`src/rtl/mmpd_ram.sv`:
```
// Generic single-port-write, single-read RAM with registered read.
// No dependencies.
`default_nettype none
module mmpd_ram #(
  parameter int Width = 8,
  parameter int Depth = 16
) (
  input  wire                     clk_i,
  input  wire                     we_i,
  input  wire [$clog2(Depth)-1:0] waddr_i,
  input  wire [Width-1:0]         wdata_i,
  input  wire [$clog2(Depth)-1:0] raddr_i,
  output logic [Width-1:0]        rdata_o
);
  logic [Width-1:0] mem_q [Depth];
  always_ff @(posedge clk_i) begin
    if (we_i) mem_q[waddr_i] <= wdata_i;
    rdata_o <= mem_q[raddr_i];
  end
endmodule
`default_nettype wire

```
`config.mk`:
```
export PLATFORM = sky130hd
export DESIGN_NAME = mmpd_ram
export DESIGN_NICKNAME = d
export VERILOG_FILES = /design/src/rtl/mmpd_ram.sv
export SDC_FILE = /design/constraint.sdc
export NUM_CORES = 1
export LEC_CHECK = 0
export BUFFER_PORTS_ARGS = -buffer_cell sky130_fd_sc_hd__buf_2
export CAP_MARGIN = 20
export CORE_MARGIN = 3
export CORE_UTILIZATION = 40
export CTS_CLUSTER_DIAMETER = 40
export CTS_CLUSTER_SIZE = 20
export DETAILED_ROUTE_END_ITERATION = 10
export SKIP_LAST_GASP = 1
export SLEW_MARGIN = 20
export SYNTH_ARGS = -nofsm -noshare
export SYNTH_HDL_FRONTEND = slang
export SYNTH_SLANG_ARGS = --single-unit
```
`constraint.sdc`:
```
create_clock -name clk_i -period 2.49 [get_ports clk_i]
set_input_delay 0.249 -clock clk_i [delete_from_list [all_inputs] [get_ports clk_i]]
set_output_delay 0.249 -clock clk_i [all_outputs]
set_load 0.01 [all_outputs]
```
After elaboration in Yosys (flattened, before gate mapping)
Memory sizes are Yosys's and may differ from the RTL's. A register that Yosys moved wholly into a read port is not among the register bits.
Cells that the tools add are included.
{ "word_totals": {"ff_bits": 0, "memories": 1, "wordCells": 3, "in_bits": 18, "out_inout_bits": 8, "ramBits": 128} }
{ "classes": {"n_mux": 2} }
{ "memory_table": {"columns": ["name", "words", "word_bits", "read_ports", "rd_ports_with_merged_regs", "wr", "line_no", "source"], "rows": [
  ["mem_q", 16, 8, 1, 1, 1, "15", "logic [Width-1:0] mem_q [Depth];"]
]} }
{ "op_table": {"columns": ["op", "n"], "rows": [
  ["$mux 1", 2]
]} }

Logic depth before layout (Yosys ltp)
{ "logic_depth": {"depth_word": 2, "mapped_depth": 5, "mapped_depth_nobuf": 3} }

Worst setup path before layout
OpenSTA, ideal clock, no wires.
{ "synth_path": {"path_kind": "input-to-reg", "start": "input waddr_i[2]", "end": "memory mem_q[0][0], enable pin", "arrival_ns": 1.359, "slack_ns": 0.748, "stages": 2, "setup_time_ns": 0.383, "n_path_buf": 0, "required_ns": 2.107, "path_cell_list": "or3b_2 -> nor3_1"} }
{ "synth_rtl": {"columns": ["item", "line_no", "source"], "rows": [
  ["from (decl)", "10", "input wire [$clog2(Depth)-1:0] waddr_i,"],
  ["to (decl)", "15", null]
]} }
No word-level cell before the write port.

Worst setup path after layout
{ "layout_path": {"start": "input waddr_i[2]", "end": "memory mem_q[2][6], enable pin"} }
No word-level cell before the write port.

==> results by group <==
Worst setup path
  – Critical path's slowest cell: nor2_1
  – Top delay family on crit path: simple AND/OR/NAND/NOR gates
  – Max incr delay on CP: 0.67 ns
  – Cell chain of the critical path: buf_2, or3b_2, nor2_1
  – Worst path bufs/invs: 1
  – Arr. time, crit path: 1.55 ns
  – Element type at the critical path end: flop
  – Worst Path Class, Setup: in -> reg
  – Worst Path Required: 2.52 ns
  – Crit start category: input port
  – Worst-path maximum fanout: 8

Power and ir drop
  – Int Power: 4320 µW
  – Clock network power share: 47.6%
  – Peak supply drop: 447 µV
  – Sw Ratio: 19.4%
  – Pwr dens: 871 nW/µm²
  – Comb pwr share: 4.4%
  – Leakage: 0.00209 µW
  – Psw: 1040 µW
  – Sequential Power Share: 48.0%

Routing
  – ANT nets after route: 0
  – Final wirelength: 9.64 mm
  – Vias post-DR: 2383
  – Via density: 5.19
  – First drt pass iteration count: 5
  – Initial DRC count: 152
  – DR WL/cell: 21.0 µm
  – Drt drc: 0

Logic synthesis
  – Synthesized instance count: 229
  – EDFF count, synth: 128
  – Unique masters post-synth: 19
  – Syn_area_per_cell: 22.5 µm²
  – Sequential-to-total area share from yosys stat: 77.8%
  – Top_reg_cell synth: edfxtp_1
  – Mapped Area: 5150 µm²
  – Number of synthesized register bits: 136
  – Yosys warnings: 0
  – Syn Nets: 247
  – Asr flop ratio synth: 0%

Finish
  – Fill cell count: 1011
  – Fin cells: 459
  – Share of cells above drive strength 1: 30.9%
  – Area grow syn2layout: 19.6%
  – Nets: 296
  – ANT cells: 0
  – Final instance area: 6160 µm²
  – Final core utilization: 50.0%

Clocking
  – Total CTS buffers: 17
  – CTS sink count: 136
  – Root Driver: clkbuf_16
  – Setup Fix Bufs, Post-CTS: 0
  – Max Buffers Root-to-Sink: 2
  – Clk slew on worst S/H paths: 0.06 ns
  – TritonCTS clock tree: yes
  – Post-cts sizing count: 0
  – CTS Hold Bufs: 0
  – Clk_lat worst skew: 0.41 ns
  – H-tree depth: 4

Floorplanning
  – Chip width: 119 µm
  – # rows: 40
  – Die area: 14300 µm²
  – Die Height: 119 µm
  – Core area: 12300 µm²
  – Initial Util: 41.8%
  – Io pins: 26

Place
  – Placed cells: 427
  – Post-Place Cell Area: 5520 µm²
  – HPWL after DPL: 5.92 mm
  – PortBufs: 25
  – Routability cong.: 0.751

Timing
  – Final Max Tran Viols: 0
  – RSZ-0062 raised after global routing: no
  – Layout Skew: 0.00666 ns
  – Setup TNS: 0 ns
  – Final setup fails: 0
  – Hold Vio Cnt, Final: 0
  – Worst-Margin Slew: 0.849 ns
  – Max_slew headroom: 43.2%
  – Period utilization: 61.1%
  – Hold_ws: 0.229 ns
  – Final min period: 1.52 ns
  – FMAX: 657 MHz

Status
  – Status: finished clean

GRT
  – Global-route wire length before repair: 14.8 mm
  – Initial antenna violation count: 0
  – Vias in the first global route: 2490
  – Remaining global-route overflow: 0
  – GRT Total Usage: 14.7%
  – Largest net degree at the start of global routing: 33

Hold path
  – Hold Path Class: in -> reg

Flow run
  – Number of max-cap violations: 0
==> cell families (layout without fill, tap and decap cells) <==
logic type             count (synthesis)  in the layout  share of synthesized area, %
buffers and inverters                 10             72                          1.68
AOI/OAI and AO/OA                     16             16                          2.33
muxes                                 32             32                          15.0
and+or+nand+nor                       35             35                          3.18
DFF                                  136            136                          77.8
==> path summary, 6_finish.rpt <==
kind | start | endpoint | slack [ns] | depth (start not counted)
max | waddr_i[2] | mem_q[2][6]$_DFFE_PP_ | 0.97 | 3
min | wdata_i[3] | mem_q[13][3]$_DFFE_PP_ | 0.23 | 1
max reg2reg | mem_q[3][2]$_DFFE_PP_ | rdata_o[2]$_DFF_P_ | 1.04 | 3
min reg2reg | mem_q[15][6]$_DFFE_PP_ | rdata_o[6]$_DFF_P_ | 0.67 | 3
==> registers in the layout (all words and copies together), names as in the netlist <==
name and cells:
mem_q 128, rdata_o 8
==> cell usage in the layout (no fill, tap or decap) <==
cell,n
mux4_2,18
nand2_1,9
and2_1,1
clkbuf_16,21
a22oi_1,16
clkinv_4,2
and2b_1,1
clkbuf_8,2
nand3_1,1
or3b_2,1
buf_2,25
buf_4,14
nor2_1,13
nand2b_1,2
nor2b_1,1
bufinv_16,1
edfxtp_1,128
mux4_1,14
clkbuf_1,1
clkinv_2,3
nor3_1,4
clkinvlp_4,2
nand3b_1,2
dfxtp_1,8
buf_12,1
==> stage by stage <==
stage                     setup slack, ns  total power, µW
after floorplan                     0.748             2750
after global placement              0.558             2860
after detailed placement            0.547             2860
after CTS                           0.985             5420
after global routing                0.925             5540
final                               0.968             5360
==> per-layer routing <==
metal	up-vias	share of wire, %	track usage [%]
met5	-	0	0
met3	12	6.6	4.27
met4	0	1.4	5.15
li1	1068	-	-
met2	83	50	23.5
met1	1220	42	19.3
==> cell type report <==
cell class,count,area (µm²),area share (%)
Sequential cell,136,4000,65.0
Multi-Input combinational cell,83,1060,17.2
Clock buffer,24,557,9.04
Timing Repair Buffer,40,250,4.07
Tap cell,168,210,3.41
Clock inverter,8,77.6,1.26
==> cells in the mapped netlist (all sizes together), types with 2 or more instances <==
library cell	count	share of area [%]
nor2	13	0.95
a22oi	16	2.3
mux4	32	15
nand3b	2	0.29
nand2b	2	0.24
nor3	4	0.39
nand2	9	0.66
clkdlybuf4s25	3	0.58
edfxtp	128	75
buf	7	1.1
dfxtp	8	3.1
==> power by group through the flow <==
stage / sequential [µW] / clock, µW / combinational, µW
2_1_floorplan: 2630 / 0 / 130
3_3_place_gp: 2620 / 0 / 239
3_5_place_dp: 2620 / 0 / 242
4_1_cts: 2570 / 2600 / 243
5_1_grt: 2580 / 2700 / 258
6_report: 2570 / 2550 / 238
Power figures use the tool's default switching activity.
