--- src/rtl/mmpd_div.sv ---
// Restoring unsigned divider, one quotient bit per cycle.
// No dependencies.
`default_nettype none
module mmpd_div #(
  parameter int Width = 36
) (
  input  wire              clk_i,
  input  wire              rst_ni,
  input  wire              start_i,
  input  wire [Width-1:0]  num_i,
  input  wire [Width-1:0]  den_i,
  output logic             done_o,
  output logic [Width-1:0] quo_o
);
  localparam int CntW = $clog2(Width + 1);
  logic [Width-1:0] rem_q, rem_d, quo_q, quo_d, den_q;
  logic [CntW-1:0]  cnt_q, cnt_d;
  logic             busy_q, busy_d;
  logic [Width:0]   trial;

  always_comb begin
    rem_d  = rem_q;
    quo_d  = quo_q;
    cnt_d  = cnt_q;
    busy_d = busy_q;
    trial  = {rem_q, quo_q[Width-1]} - {1'b0, den_q};
    if (start_i) begin
      rem_d  = '0;
      quo_d  = num_i;
      cnt_d  = CntW'(Width);
      busy_d = 1'b1;
    end else if (busy_q) begin
      if (!trial[Width]) begin
        rem_d = trial[Width-1:0];
        quo_d = {quo_q[Width-2:0], 1'b1};
      end else begin
        rem_d = {rem_q[Width-2:0], quo_q[Width-1]};
        quo_d = {quo_q[Width-2:0], 1'b0};
      end
      cnt_d = cnt_q - 1'b1;
      if (cnt_q == CntW'(1)) busy_d = 1'b0;
    end
  end

  always_ff @(posedge clk_i or negedge rst_ni) begin
    if (!rst_ni) begin
      busy_q <= 1'b0;
      cnt_q  <= '0;
    end else begin
      busy_q <= busy_d;
      cnt_q  <= cnt_d;
    end
  end

  always_ff @(posedge clk_i) begin
    rem_q <= rem_d;
    quo_q <= quo_d;
    if (start_i) den_q <= den_i;
  end

  assign done_o = busy_q && (cnt_q == CntW'(1));
  assign quo_o  = quo_d;
endmodule
`default_nettype wire

--- config.mk ---
export PLATFORM = sky130hd
export DESIGN_NAME = mmpd_div
export DESIGN_NICKNAME = d
export VERILOG_FILES = /design/src/rtl/mmpd_div.sv
export SDC_FILE = /design/constraint.sdc
export NUM_CORES = 1
export LEC_CHECK = 0
export ABC_AREA = 1
export BUFFER_PORTS_ARGS = -buffer_cell sky130_fd_sc_hd__buf_2
export CAP_MARGIN = 15
export CORE_MARGIN = 3
export CORE_UTILIZATION = 40
export DETAILED_ROUTE_END_ITERATION = 8
export GPL_ROUTABILITY_DRIVEN = 1
export GPL_TIMING_DRIVEN = 0
export SYNTH_ARGS = -nofsm -noshare
export SYNTH_HDL_FRONTEND = slang
export SYNTH_SLANG_ARGS = --single-unit
--- constraint.sdc ---
create_clock -name clk_i -period 3.3 [get_ports clk_i]
set_clock_uncertainty 0.1 [all_clocks]
set_input_delay 0.33 -clock clk_i [delete_from_list [all_inputs] [get_ports clk_i]]
set_output_delay 0.33 -clock clk_i [all_outputs]
set_load 0.02 [all_outputs]
After elaboration in Yosys (flattened, before gate mapping)
Cells that the tools add are included.
{"block": "classes", "add_sub_neg": 2, "n_eq_ne": 1, "n_mux": 9, "n_reduce_logical": 2}
{"cell": "36-bit 2-to-1 mux", "count": 3}
{"cell": "37-bit by 36-bit subtractor with 37-bit output", "count": 1}
{"cell": "6-bit 2-to-1 mux", "count": 2}
{"cell": "6-bit by 1-bit == test with 1-bit output (second input constant)", "count": 1}
{"cell": "6-bit by 1-bit subtractor with 6-bit output (second input constant)", "count": 1}
{"cell": "1-bit 2-to-1 mux", "count": 4}
{"cell": "2-bit nonzero test", "count": 1}
{"cell": "1-bit logical AND", "count": 1}
{"block": "totals", "register_bits": 115, "input_bits": 75, "out_inout_bits": 37, "word_cells": 19}

Logic depth before layout (Yosys ltp)
Gate-level depths: netlist (run 1).
{"block": "depth", "depth_word": 4, "mapped_depth": 19, "depth_no_buf": 18}

Worst setup path before layout (run 1)
OpenSTA, ideal clock, no wires.
{"block": "synth_path", "path_type": "register -> output", "start": "register quo_q[35]", "end": "output port quo_o[0]", "arrival_time_ns": 2.004, "required_time_ns": 2.870, "setup_slack_ns": 0.866, "stages_incl_launch_ff": 14, "n_path_buf": 0, "cell_sequence": "dfxtp_1 inv_1 ha_1 inv_1 fa_1 nand3_1 nand3_1 nand4_1 nand3_2 nand2_4 nand3_2 nand2_4 nand2_1 nand2_1"}
{"block": "synth_via", "elab_chain_len": 4}
{"element": "start, declared", "line_no": "16", "source": "logic [Width-1:0] rem_q, rem_d, quo_q, quo_d, den_q;"}
{"element": "start signal, assigned", "line_no": "57", "source": "quo_q <= quo_d;"}
{"element": "37-bit by 36-bit subtractor with 37-bit output", "line_no": "26", "source": "trial = {rem_q, quo_q[Width-1]} - {1'b0, den_q};"}
{"element": "1-bit 2-to-1 mux", "line_no": "33", "source": "if (!trial[Width]) begin"}
{"element": "36-bit 2-to-1 mux", "line_no": "32", "source": "end else if (busy_q) begin"}
{"element": "36-bit 2-to-1 mux", "line_no": "27", "source": "if (start_i) begin"}
{"element": "end, declared", "line_no": "13", "source": "output logic [Width-1:0] quo_o"}
No other way between the ends.

Worst setup path in the final report (run 1)
Ends and elaborated chain as after synthesis.

==> results of run 1 <==
[worst paths after layout]
check,endpoint,slack (ns),depth (start not counted)
min in group asynchronous,cnt_q[4],0.17,2
worst min register to register,rem_q[31],0.37,2
max in group asynchronous,cnt_q[2],2.78,2
worst min-delay path,den_q[21],0.01,1
worst max-delay path,quo_o[0],0.20,14
worst max register to register,rem_q[34],0.67,16
[cell families (layout without fill, tap and decap cells)]
group,count (synthesis),in the layout,synth area share [%]
buffers and inverters,210,391,11.5
xor gates and xnor gates,23,23,2.79
AOI/OAI and AO/OA,102,102,9.49
and+or+nand+nor,569,569,32.0
DFF,115,115,37.3
adders and majority gates,39,39,6.85
[area by class of cell]
cell class	instances	area, um2
fill	1751	8450
multi-input combinational	733	3710
sequential	115	2700
timing repair buffer	149	931
inverter	186	698
clock buffer	23	510
tap	225	282
buffer	24	136
clock inverter	9	62.6
[state kept, by name, indices dropped and copies added, names as in the netlist]
signal  flops
rem_q      36
quo_q      36
cnt_q       6
busy_q      1
den_q      36
[timing repair]
item,CTS,global route
hold endpoints to repair,42,0
pin swaps,0,1
buffers inserted,0,2
resized for setup,3,0
hold buffers,36,0
setup endpoints to repair,1,1
[metal layers]
| layer | track usage [%] | vias to the layer above |
|---|---|---|
| met5 | 0 | - |
| met4 | 5.81 | 0 |
| met3 | 5.74 | 31 |
| met2 | 31.5 | 180 |
| met1 | 26.4 | 3055 |
| li1 | - | 3656 |
[Yosys cell counts, types with 2 or more instances]
cell type	number	area, um2
o21ai_0	15	75.1
o21bai_1	6	45.0
a21oi_2	2	17.5
nand3b_1	2	15.0
nand3_1	46	230
inv_2	10	37.5
xnor2_1	2	17.5
edfxtp_1	36	1080
buf_6	4	45.0
nor2_2	2	12.5
clkbuf_1	14	52.6
dfrtp_1	7	175
a31oi_1	2	12.5
o221ai_1	34	298
inv_1	175	657
a21oi_1	32	160
nand2_2	4	25.0
nand2_4	5	56.3
nor2_4	2	22.5
nand2_1	423	1590
buf_1	3	11.3
dfxtp_1	72	1440
nand3_2	2	20.0
ha_1	38	475
xor2_1	21	184
nor3_1	9	45.0
o21ai_1	5	25.0
nand4_1	5	31.3
nor2_1	67	251
[report_power, final]
| part | switching, uW | internal, uW |
|---|---|---|
| registers | 50.4 | 1580 |
| clock network | 705 | 1100 |
| logic | 603 | 354 |
[critical path: stages, from the launching register on]
cell	delay (ns)
dfxtp_1	0.29
inv_1	0.09
ha_1	0.15
inv_1	0.07
fa_2	0.39
nand3_1	0.10
nand3_2	0.13
nand4_1	0.16
nand3_2	0.17
nand2_4	0.13
nand3_2	0.10
nand2_4	0.09
nand2_2	0.09
nand2_1	0.12
buf_2	0.18
[metrics by stage]
step / instances / instance area [um2]
detailed placement: 1394 / 8070
finish: 1464 / 9020
global route: 1464 / 9020
CTS: 1462 / 9010
floorplan: 1058 / 7230
global placement: 1394 / 8070
==> key figures, run 1 <==
Status
  – Status: finished, final reports clean

Clock tree
  – CTS tree: yes
  – Clock root buffer: clkbuf_16
  – Worst-Skew Late Latency: roughly 0.43 ns
  – Clk sink count: ~120
  – CTS clock-pin slew for the worst setup and hold paths: roughly 0.060 ns
  – Max clock buf depth: 2
  – CTS Buf Count: 17
  – H-Tree Depth: 4

Worst setup path
  – Reg-to-Reg Start: quo_q[35]
  – CP startpoint kind: register
  – Req. time, crit path: approximately 2.9 ns
  – CP Capture Type: output port
  – Crit Path Class: register to output port
  – Worst Path Max Fanout: 4
  – Critical path arrival: around 2.7 ns
  – Worst Setup SP: quo_q[35]

STA
  – Hold Fails Final Rpt: 0
  – Max Clk Rate: 323 MHz
  – Fin. max-slew vios: 0
  – Period utilisation layout: between 90 and 100%
  – Final setup TNS: 0 ns
  – RSZ-0062 raised after global routing: no
  – Slew @ Worst Pin: about 0.95 ns
  – Period minus WS final: 3.10 ns
  – Final Setup Violations: 0
  – Worst setup margin: a little over 0.2 ns
  – Slew headroom: between 30% and 40%
  – Worst Hold Slack: 0.0139 ns

Route
  – Routed length on met2: between 8000 and 9000 um
  – WL met3: approximately 1200 um
  – Post-DR vias/cell: 4.73
  – WL met1: 9360 um
  – Post-Route WL: 19300 um
  – Iter 0 DRT Violations: about 400
  – DR top layer: met4
  – WL per Instance: ~13 um
  – Total number of vias: slightly below 7000
  – DR DRC count: 0
  – Drt pass-1 iters: 5
  – Post-DRT Antenna Nets: 0

Hold path
  – HP Class: input port to register
  – Worst hold path startpoint: den_i[21]

Yosys
  – Avg Inst Size Synth: about 6.8 um2
  – EDFF count, synth: 36
  – YS warnings: 0
  – Cell Area, Synth: between 0.007 and 0.008 mm2
  – Synth Instances: about 1100
  – Unique masters post-synth: 42
  – Synth async-reset ratio: 6.09%
  – Main synth FF type: dfxtp_1
  – Synth Register Bits: between 100 and 150
  – Net Count, Synth: roughly 1200
  – Post-synthesis sequential area ratio: 37.3%

Floorplan
  – Row Count: 48
  – Core area: approximately 0.017 mm2
  – Height of the chip: ~140 um
  – Die width: roughly 140 um
  – Initial Util: about two fifths
  – Die area: 0.0197 mm2
  – Ports: about 110

Placed design
  – PortBufs: 111
  – HPWL Detailed: around 15000 um
  – Pre-CTS setup slack: 0.265 ns
  – Gpl congestion: about 0.93

Global route
  – GR Util All Layers: between 15 and 20%
  – Congestion Overflow GR: 0
  – Vias in the first global route: 6725
  – Largest net degree at the start of global routing: 42
  – First-pass GRT wire length: approximately 32000 um
  – Initial antenna violation count: 0

Finish
  – Most frequent cells in the layout: nand2_1, inv_1, buf_2
  – Share of post-route cells with drive strength above 1: approximately 15%
  – Nets@finish: 1340
  – Area Overhead vs Synth: 24.8%
  – Core Util, Final: 51.6%
  – Commonest non-fill, non-tap cell in the layout: nand2_1
  – Antenna Cells: 0

Run
  – Max-cap violation count: 0

Pwr
  – Leakage power: 0.00493 uW
  – Pwr dens: between 400 and 500 mW/mm2
  – Max VDD drop: approximately 360 uV
  – Power, Total: roughly 4400 uW
(Power assumes the default switching activity.)
==> run 2: changes to the inputs <==
--- a/config.mk
+++ b/config.mk
@@ -12,7 +12,7 @@
 export CORE_UTILIZATION = 40
 export DETAILED_ROUTE_END_ITERATION = 8
 export GPL_ROUTABILITY_DRIVEN = 1
-export GPL_TIMING_DRIVEN = 0
+export GPL_TIMING_DRIVEN = 1
 export SYNTH_ARGS = -nofsm -noshare
 export SYNTH_HDL_FRONTEND = slang
 export SYNTH_SLANG_ARGS = --single-unit
==> run 2 against run 1 <==
Effect of this change:
- final cell count down 1.3%
- global-route usage down 0.17 points
- sequential share of layout area up 0.16 points
- hold slack better by 0.012 ns
- total power up 1.8%
- clock power up 6%
- count of clock-buffer cells in the layout down 4
- non-clock buffer count down 19
- fmax up 1.1%
- first-iteration DRC count down 14%
- combinational power down 2.9%
- critical path type unchanged
- critical endpoint is now quo_o[21]
- largest power group unchanged
- highest routed layer unchanged
==> key figures, run 2 (same netlist as run 1, synthesis figures left out) <==
Global route
  – Largest net degree at the start of global routing: 63 (+50%)
  – GR Util All Layers: 19.7% (-0.17 points)
  – Congestion Overflow GR: 0 (unchanged)
  – Initial antenna violation count: 0 (unchanged)
  – Vias in the first global route: 6635 (-1.3%)
  – First-pass GRT wire length: 31600 um (-0.97%)

Worst setup path
  – Critical path arrival: 2.63 ns (-0.04 ns)
  – Slowest cell on crit path: clkinv_1
  – Reg-to-Reg Start: quo_q[35]
  – Crit Path Class: register to output port
  – Req. time, crit path: 2.87 ns (about the same)
  – Worst Path Max Fanout: 35 (+31)
  – CP startpoint kind: register
  – Worst R2R End: rem_q[15]
  – R2R Setup Slk: 0.63 ns (-0.04 ns)
  – Crit-path max cell delay: 0.75 ns (+0.36 ns)
  – CP Capture Type: output port
  – Worst path cell trace: inv_1 > nor2_2 > clkinv_1 > o221ai_1 > buf_2
  – Worst Reg-to-Reg Cells: 17 (+1)

Pwr
  – Switch share: 31.4% (+0.47 points)
  – Max VDD drop: 391 uV (+9.0%)
  – Clock network power share: 42.7% (+1.7 points)
  – Logic pwr share: 20.8% (-1.0 points)
  – Net Switching: 1400 uW (+3.3%)
  – Pwr dens: 498 mW/mm2 (+2.4%)
  – Leakage power: 0.00491 uW (-0.39%)
  – Cell Int Power: 3060 uW (+1.1%)
  – Sequential Power Share: 36.5% (-0.7 points)

Finish
  – Most frequent cells in the layout: nand2_1, inv_1, buf_2
  – Final instance area: 0.00897 mm2 (-0.54%)
  – Area Overhead vs Synth: 24.2%
  – Share of post-route cells with drive strength above 1: 15.0% (+0.23 points)
  – # fillers: 1808 (+3.3%)
  – Fin cells: 1445 (-1.3%)
  – Biggest regs: den_q (36), quo_q (36), rem_q (36)
  – Core Util, Final: 51.4% (-0.28 points)
  – Antenna Cells: 0 (unchanged)
  – Commonest non-fill, non-tap cell in the layout: nand2_1
  – Nets@finish: 1321 (-1.4%)

Floorplan
  – Height of the chip: 140 um (unchanged)
  – Die area: 0.0197 mm2 (unchanged)
  – Die width: 140 um (unchanged)
  – Row Count: 48 (unchanged)
  – Ports: 112 (unchanged)
  – Initial Util: 41.4% (unchanged)
  – Core area: 0.0175 mm2 (unchanged)

Run
  – Max-cap violation count: 0 (unchanged)

Clock tree
  – CTS clock-pin slew for the worst setup and hold paths: 0.06 ns (about the same)
  – Clock root buffer: clkbuf_16
  – Worst-Skew Late Latency: 0.44 ns (about the same)
  – CTS Buf Count: 17 (unchanged)
  – Max clock buf depth: 2 (unchanged)
  – Clk sink count: 115 (unchanged)
  – CTS tree: yes
  – H-Tree Depth: 4 (unchanged)

Route
  – WL per Instance: 13.1 um (-0.63%)
  – Post-Route WL: 18900 um (-1.9%)
  – Post-DR vias/cell: 4.76 (+0.60%)
  – DR DRC count: 0 (unchanged)
  – Total number of vias: 6873 (-0.71%)
  – Post-DRT Antenna Nets: 0 (unchanged)
  – Drt pass-1 iters: 5 (unchanged)
  – Iter 0 DRT Violations: 351 (-14%)

STA
  – Slew headroom: 35.8% (-1.2 points)
  – Final setup TNS: 0 ns (unchanged)
  – Period minus WS final: 3.06 ns (-0.0338 ns)
  – Final Setup Violations: 0 (unchanged)
  – Period utilisation layout: 92.8% (-1.0 points)
  – Hold Fails Final Rpt: 0 (unchanged)
  – RSZ-0062 raised after global routing: no
  – Worst setup margin: 0.237 ns (+0.0338 ns)
  – Fin. max-slew vios: 0 (unchanged)
  – Max Clk Rate: 326 MHz (+1.1%)
  – Slew @ Worst Pin: 0.958 ns (+0.0122 ns)

Placed design
  – Pre-CTS setup slack: 0.385 ns (+0.120 ns)
  – HPWL Detailed: 14000 um (-6.0%)
  – Cells after DPL: 1374 (-1.4%)
  – Post-DP Area: 0.00796 mm2 (-1.3%)
  – PortBufs: 111 (unchanged)
  – Gpl congestion: 0.915 (-1.2%)

Status
  – Status: finished, final reports clean

Hold path
  – HP Class: input port to register
  – Hold path cells: 3 (+2)
  – Worst hold path startpoint: num_i[26]
  – Worst hold endpoint: quo_q[26]
## run 2: worst max-delay path by stage
stage                    from         to  slack (ns)  cells after the start
CTS                 quo_q[35]   quo_o[0]        0.02                     14
finish                 busy_q  quo_o[21]        0.24                      5
global route           busy_q  quo_o[21]       0.009                      5
floorplan           quo_q[35]   quo_o[0]        0.87                     13
detailed placement  quo_q[35]   quo_o[0]        0.39                     14
global placement    quo_q[35]   quo_o[0]        0.44                     14
## run 2: worst max-delay path, delay by kind of cell (launching register included)
family,cells,cell delay (ns)
buffers and inverters,3,1.11
flip-flops,1,0.41
AND/OR/NAND/NOR,1,0.11
AO/OA/AOI/OAI,1,0.57
## run 2: layer usage
layer | GRT usage, % | routed length, um
met5 | 0 | 0
met2 | 30.2 | 8190
met1 | 27.4 | 9210
met3 | 5.57 | 1230
met4 | 5.05 | 259
## run 2: timing repair
action / CTS / global route
endpoints found under the hold margin: 43 / 0
hold buffers: 37 / 0
cloned: 0 / 0
setup endpoints to repair: 1 / 1
gates resized for setup: 2 / 1
buffers inserted: 0 / 2
pin swaps: 0 / 1
## run 2: power groups by stage
stage	clock network, uW	registers (uW)	logic, uW
floorplan	0	1650	659
detailed placement	0	1660	885
CTS	1950	1630	929
finish	1910	1630	929
global placement	0	1660	884
global route	2010	1640	1050
## run 2: area by class of cell
class,instances,area (um2),share of cell area [%]
multi-input cells,733,3720,41.4
flip-flops and latches,115,2700,30.1
clock buffers,19,475,5.30
clock inverters,13,134,1.49
inverters,186,698,7.78
well taps,225,282,3.14
repair buffers,154,971,10.8
## run 2: metrics by stage
step                      total power (uW)  hold WS (ns)
after global routing                  4710        0.0236
final                                 4470        0.0262
after CTS                             4510       0.00562
after global placement                2540        0.0792
after detailed placement              2550        0.0739
after floorplan                       2310       -0.0656
==> run 3: changes to the inputs <==
==> constraint.sdc (replaced) <==
create_clock -name clk_i -period 3 [get_ports clk_i]
set_clock_uncertainty 0.1 [all_clocks]
set_input_delay 0.3 -clock clk_i [delete_from_list [all_inputs] [get_ports clk_i]]
set_output_delay 0.3 -clock clk_i [all_outputs]
set_load 0.02 [all_outputs]
==> run 3 against run 2 <==
Effect of this change:
- non-clock buffer count increased by 31
- register-to-register slack got worse by 0.29 ns
- combinational power increased by 16%
- first-iteration DRC count increased by 5.1%
- setup slack got worse by 0.070 ns
==> key figures, run 3 (same netlist as run 1, synthesis figures left out) <==
Status
  – Status: finished, final reports clean

Floorplan
  – Row Count: 48 (unchanged)
  – Core area: 0.0175 mm2 (unchanged)
  – Height of the chip: 140 um (unchanged)
  – Initial Util: 41.4% (unchanged)
  – Die width: 140 um (unchanged)
  – Ports: 112 (unchanged)
  – Die area: 0.0197 mm2 (unchanged)

Pwr
  – Leakage power: 0.00505 uW (+2.8%)
  – Max VDD drop: 477 uV (+22%)
  – Pwr dens: 528 mW/mm2 (+6.0%)
  – Power, Total: 4920 uW (+10%)

Route
  – WL met3: 1240 um (+0.65%)
  – DR DRC count: 0 (unchanged)
  – WL met1: 9270 um (+0.66%)
  – Routed length on met2: 8730 um (+6.7%)
  – WL per Instance: 13.3 um (+1.6%)
  – Drt pass-1 iters: 6 (+1)
  – DR top layer: met4
  – Total number of vias: 7033 (+2.3%)
  – Post-DR vias/cell: 4.76 (+0.18%)
  – Post-DRT Antenna Nets: 0 (unchanged)
  – Post-Route WL: 19600 um (+3.8%)
  – Iter 0 DRT Violations: 369 (+5.1%)

Clock tree
  – Clk sink count: 115 (unchanged)
  – CTS Buf Count: 17 (unchanged)
  – CTS tree: yes
  – Worst-Skew Late Latency: 0.43 ns (about the same)
  – H-Tree Depth: 4 (unchanged)
  – CTS clock-pin slew for the worst setup and hold paths: 0.06 ns (about the same)
  – Clock root buffer: clkbuf_16
  – Max clock buf depth: 2 (unchanged)

Finish
  – Most frequent cells in the layout: nand2_1, inv_1, buf_2
  – Fin cells: 1476 (+2.1%)
  – Antenna Cells: 0 (unchanged)
  – Commonest non-fill, non-tap cell in the layout: nand2_1
  – Share of post-route cells with drive strength above 1: 15.7% (+0.67 points)
  – Biggest regs: den_q (36), quo_q (36), rem_q (36)
  – Area Overhead vs Synth: 28.8%
  – Nets@finish: 1352 (+2.3%)

Hold path
  – Hold path cells: 3 (unchanged)
  – HP Class: input port to register
  – Worst hold endpoint: quo_q[20]
  – Worst hold path startpoint: num_i[20]

Worst setup path
  – Reg-to-Reg Start: den_q[27]
  – Slowest cell on crit path: edfxtp_1
  – Crit-path max cell delay: 0.36 ns (-0.39 ns)
  – CP Capture Type: output port
  – Worst R2R End: rem_q[22]
  – Critical path arrival: 2.43 ns (-0.20 ns)
  – Worst Reg-to-Reg Cells: 14 (-3)
  – Critical path's top delay family: compound AO/OA/AOI/OAI gates
  – R2R Setup Slk: 0.34 ns (-0.29 ns)
  – CP bufs+invs: 3 (unchanged)
  – Req. time, crit path: 2.60 ns (-0.27 ns)
  – CP startpoint kind: register
  – Crit Path Class: register to output port
  – Worst Path Max Fanout: 5 (-86%)
  – Worst Setup SP: den_q[27]
  – Worst path cell trace: inv_1 > ha_1 > a21oi_1 > o21ai_1 > inv_1 > nand2_1 > a21oi_4 > nand2_4 > nand2_4 > nand2_8 > nand2_2 > nand2_1 > buf_4

Placed design
  – Gpl congestion: 0.914 (-0.17%)
  – PortBufs: 111 (unchanged)
  – Cells after DPL: 1376 (+0.15%)
  – Pre-CTS setup slack: 0.234 ns (-0.151 ns)
  – HPWL Detailed: 14100 um (+0.96%)

STA
  – Hold Fails Final Rpt: 0 (unchanged)
  – Final Setup Violations: 0 (unchanged)
  – Period minus WS final: 2.83 ns
  – Slew @ Worst Pin: 0.872 ns (-0.0860 ns)
  – Worst setup margin: 0.167 ns (-0.0699 ns)
  – Max Clk Rate: 353 MHz
  – Slew headroom: 41.9% (+6.1 points)
  – Period utilisation layout: 94.4%
  – Fin. max-slew vios: 0 (unchanged)

Global route
  – Congestion Overflow GR: 0 (unchanged)
  – Largest net degree at the start of global routing: 76 (+21%)
  – GR Util All Layers: 20.4% (+0.71 points)
  – Initial antenna violation count: 0 (unchanged)
  – First-pass GRT wire length: 32800 um (+3.6%)
  – Vias in the first global route: 6852 (+3.3%)

Run
  – Max-cap violation count: 0 (unchanged)
==> run 3: what timing repair did <==
action / in CTS / in global routing
resized for setup: 3 / 11
setup buffers: 1 / 4
endpoints found under the hold margin: 69 / 0
endpoints found under the setup margin: 31 / 8
pin swaps: 2 / 4
hold buffers: 63 / 0
==> run 3: worst max path at each step <==
stage / depth (start not counted) / endpoint / slack (ns)
2_1_floorplan: 13 / quo_o[0] / 0.60
3_3_place_gp: 14 / quo_o[0] / 0.33
3_5_place_dp: 14 / quo_o[0] / 0.23
4_1_cts: 14 / quo_o[0] / 0.01
5_1_grt: 15 / quo_o[0] / -0.02
6_report: 13 / quo_o[0] / 0.17
==> run 3: where the power goes <==
part / internal, uW / switching, uW / total (uW)
Combinational: 410 / 674 / 1080
Sequential: 1740 / 56.8 / 1800
Clock: 1250 / 790 / 2030
==> run 3: worst min-delay path, cell delays in order <==
cell and delay [ns]:
buf_2 0.08, nand2_1 0.05, o221ai_1 0.08
==> run 3: through the flow <==
stage / utilization, % / hold slack, ns / setup TNS [ns] / instance area (um2)
finish: 53.3 / 0.0201 / 0 / 9310
global placement: 45.7 / 0.0494 / 0 / 7990
global route: 53.3 / 0.00511 / -0.0190 / 9310
floorplan: - / -0.0956 / 0 / 7230
detailed placement: 45.7 / 0.0522 / 0 / 7990
CTS: 52.9 / 0.00136 / 0 / 9240
==> run 3: area by class of cell <==
type                            instances  area (um2)
Clock buffer                           20         478
Clock inverter                         12         118
Fill cell                            1781        8170
Inverter                              186         699
Multi-Input combinational cell        733        3750
Sequential cell                       115        2700
Tap cell                              225         282
Timing Repair Buffer                  185        1280
==> run 3: metal layers <==
metal | vias to the layer above | GRT usage (%)
met5 | - | 0
met3 | 28 | 5.05
met2 | 183 | 33.0
met4 | 0 | 6.78
li1 | 3680 | -
met1 | 3142 | 26.7
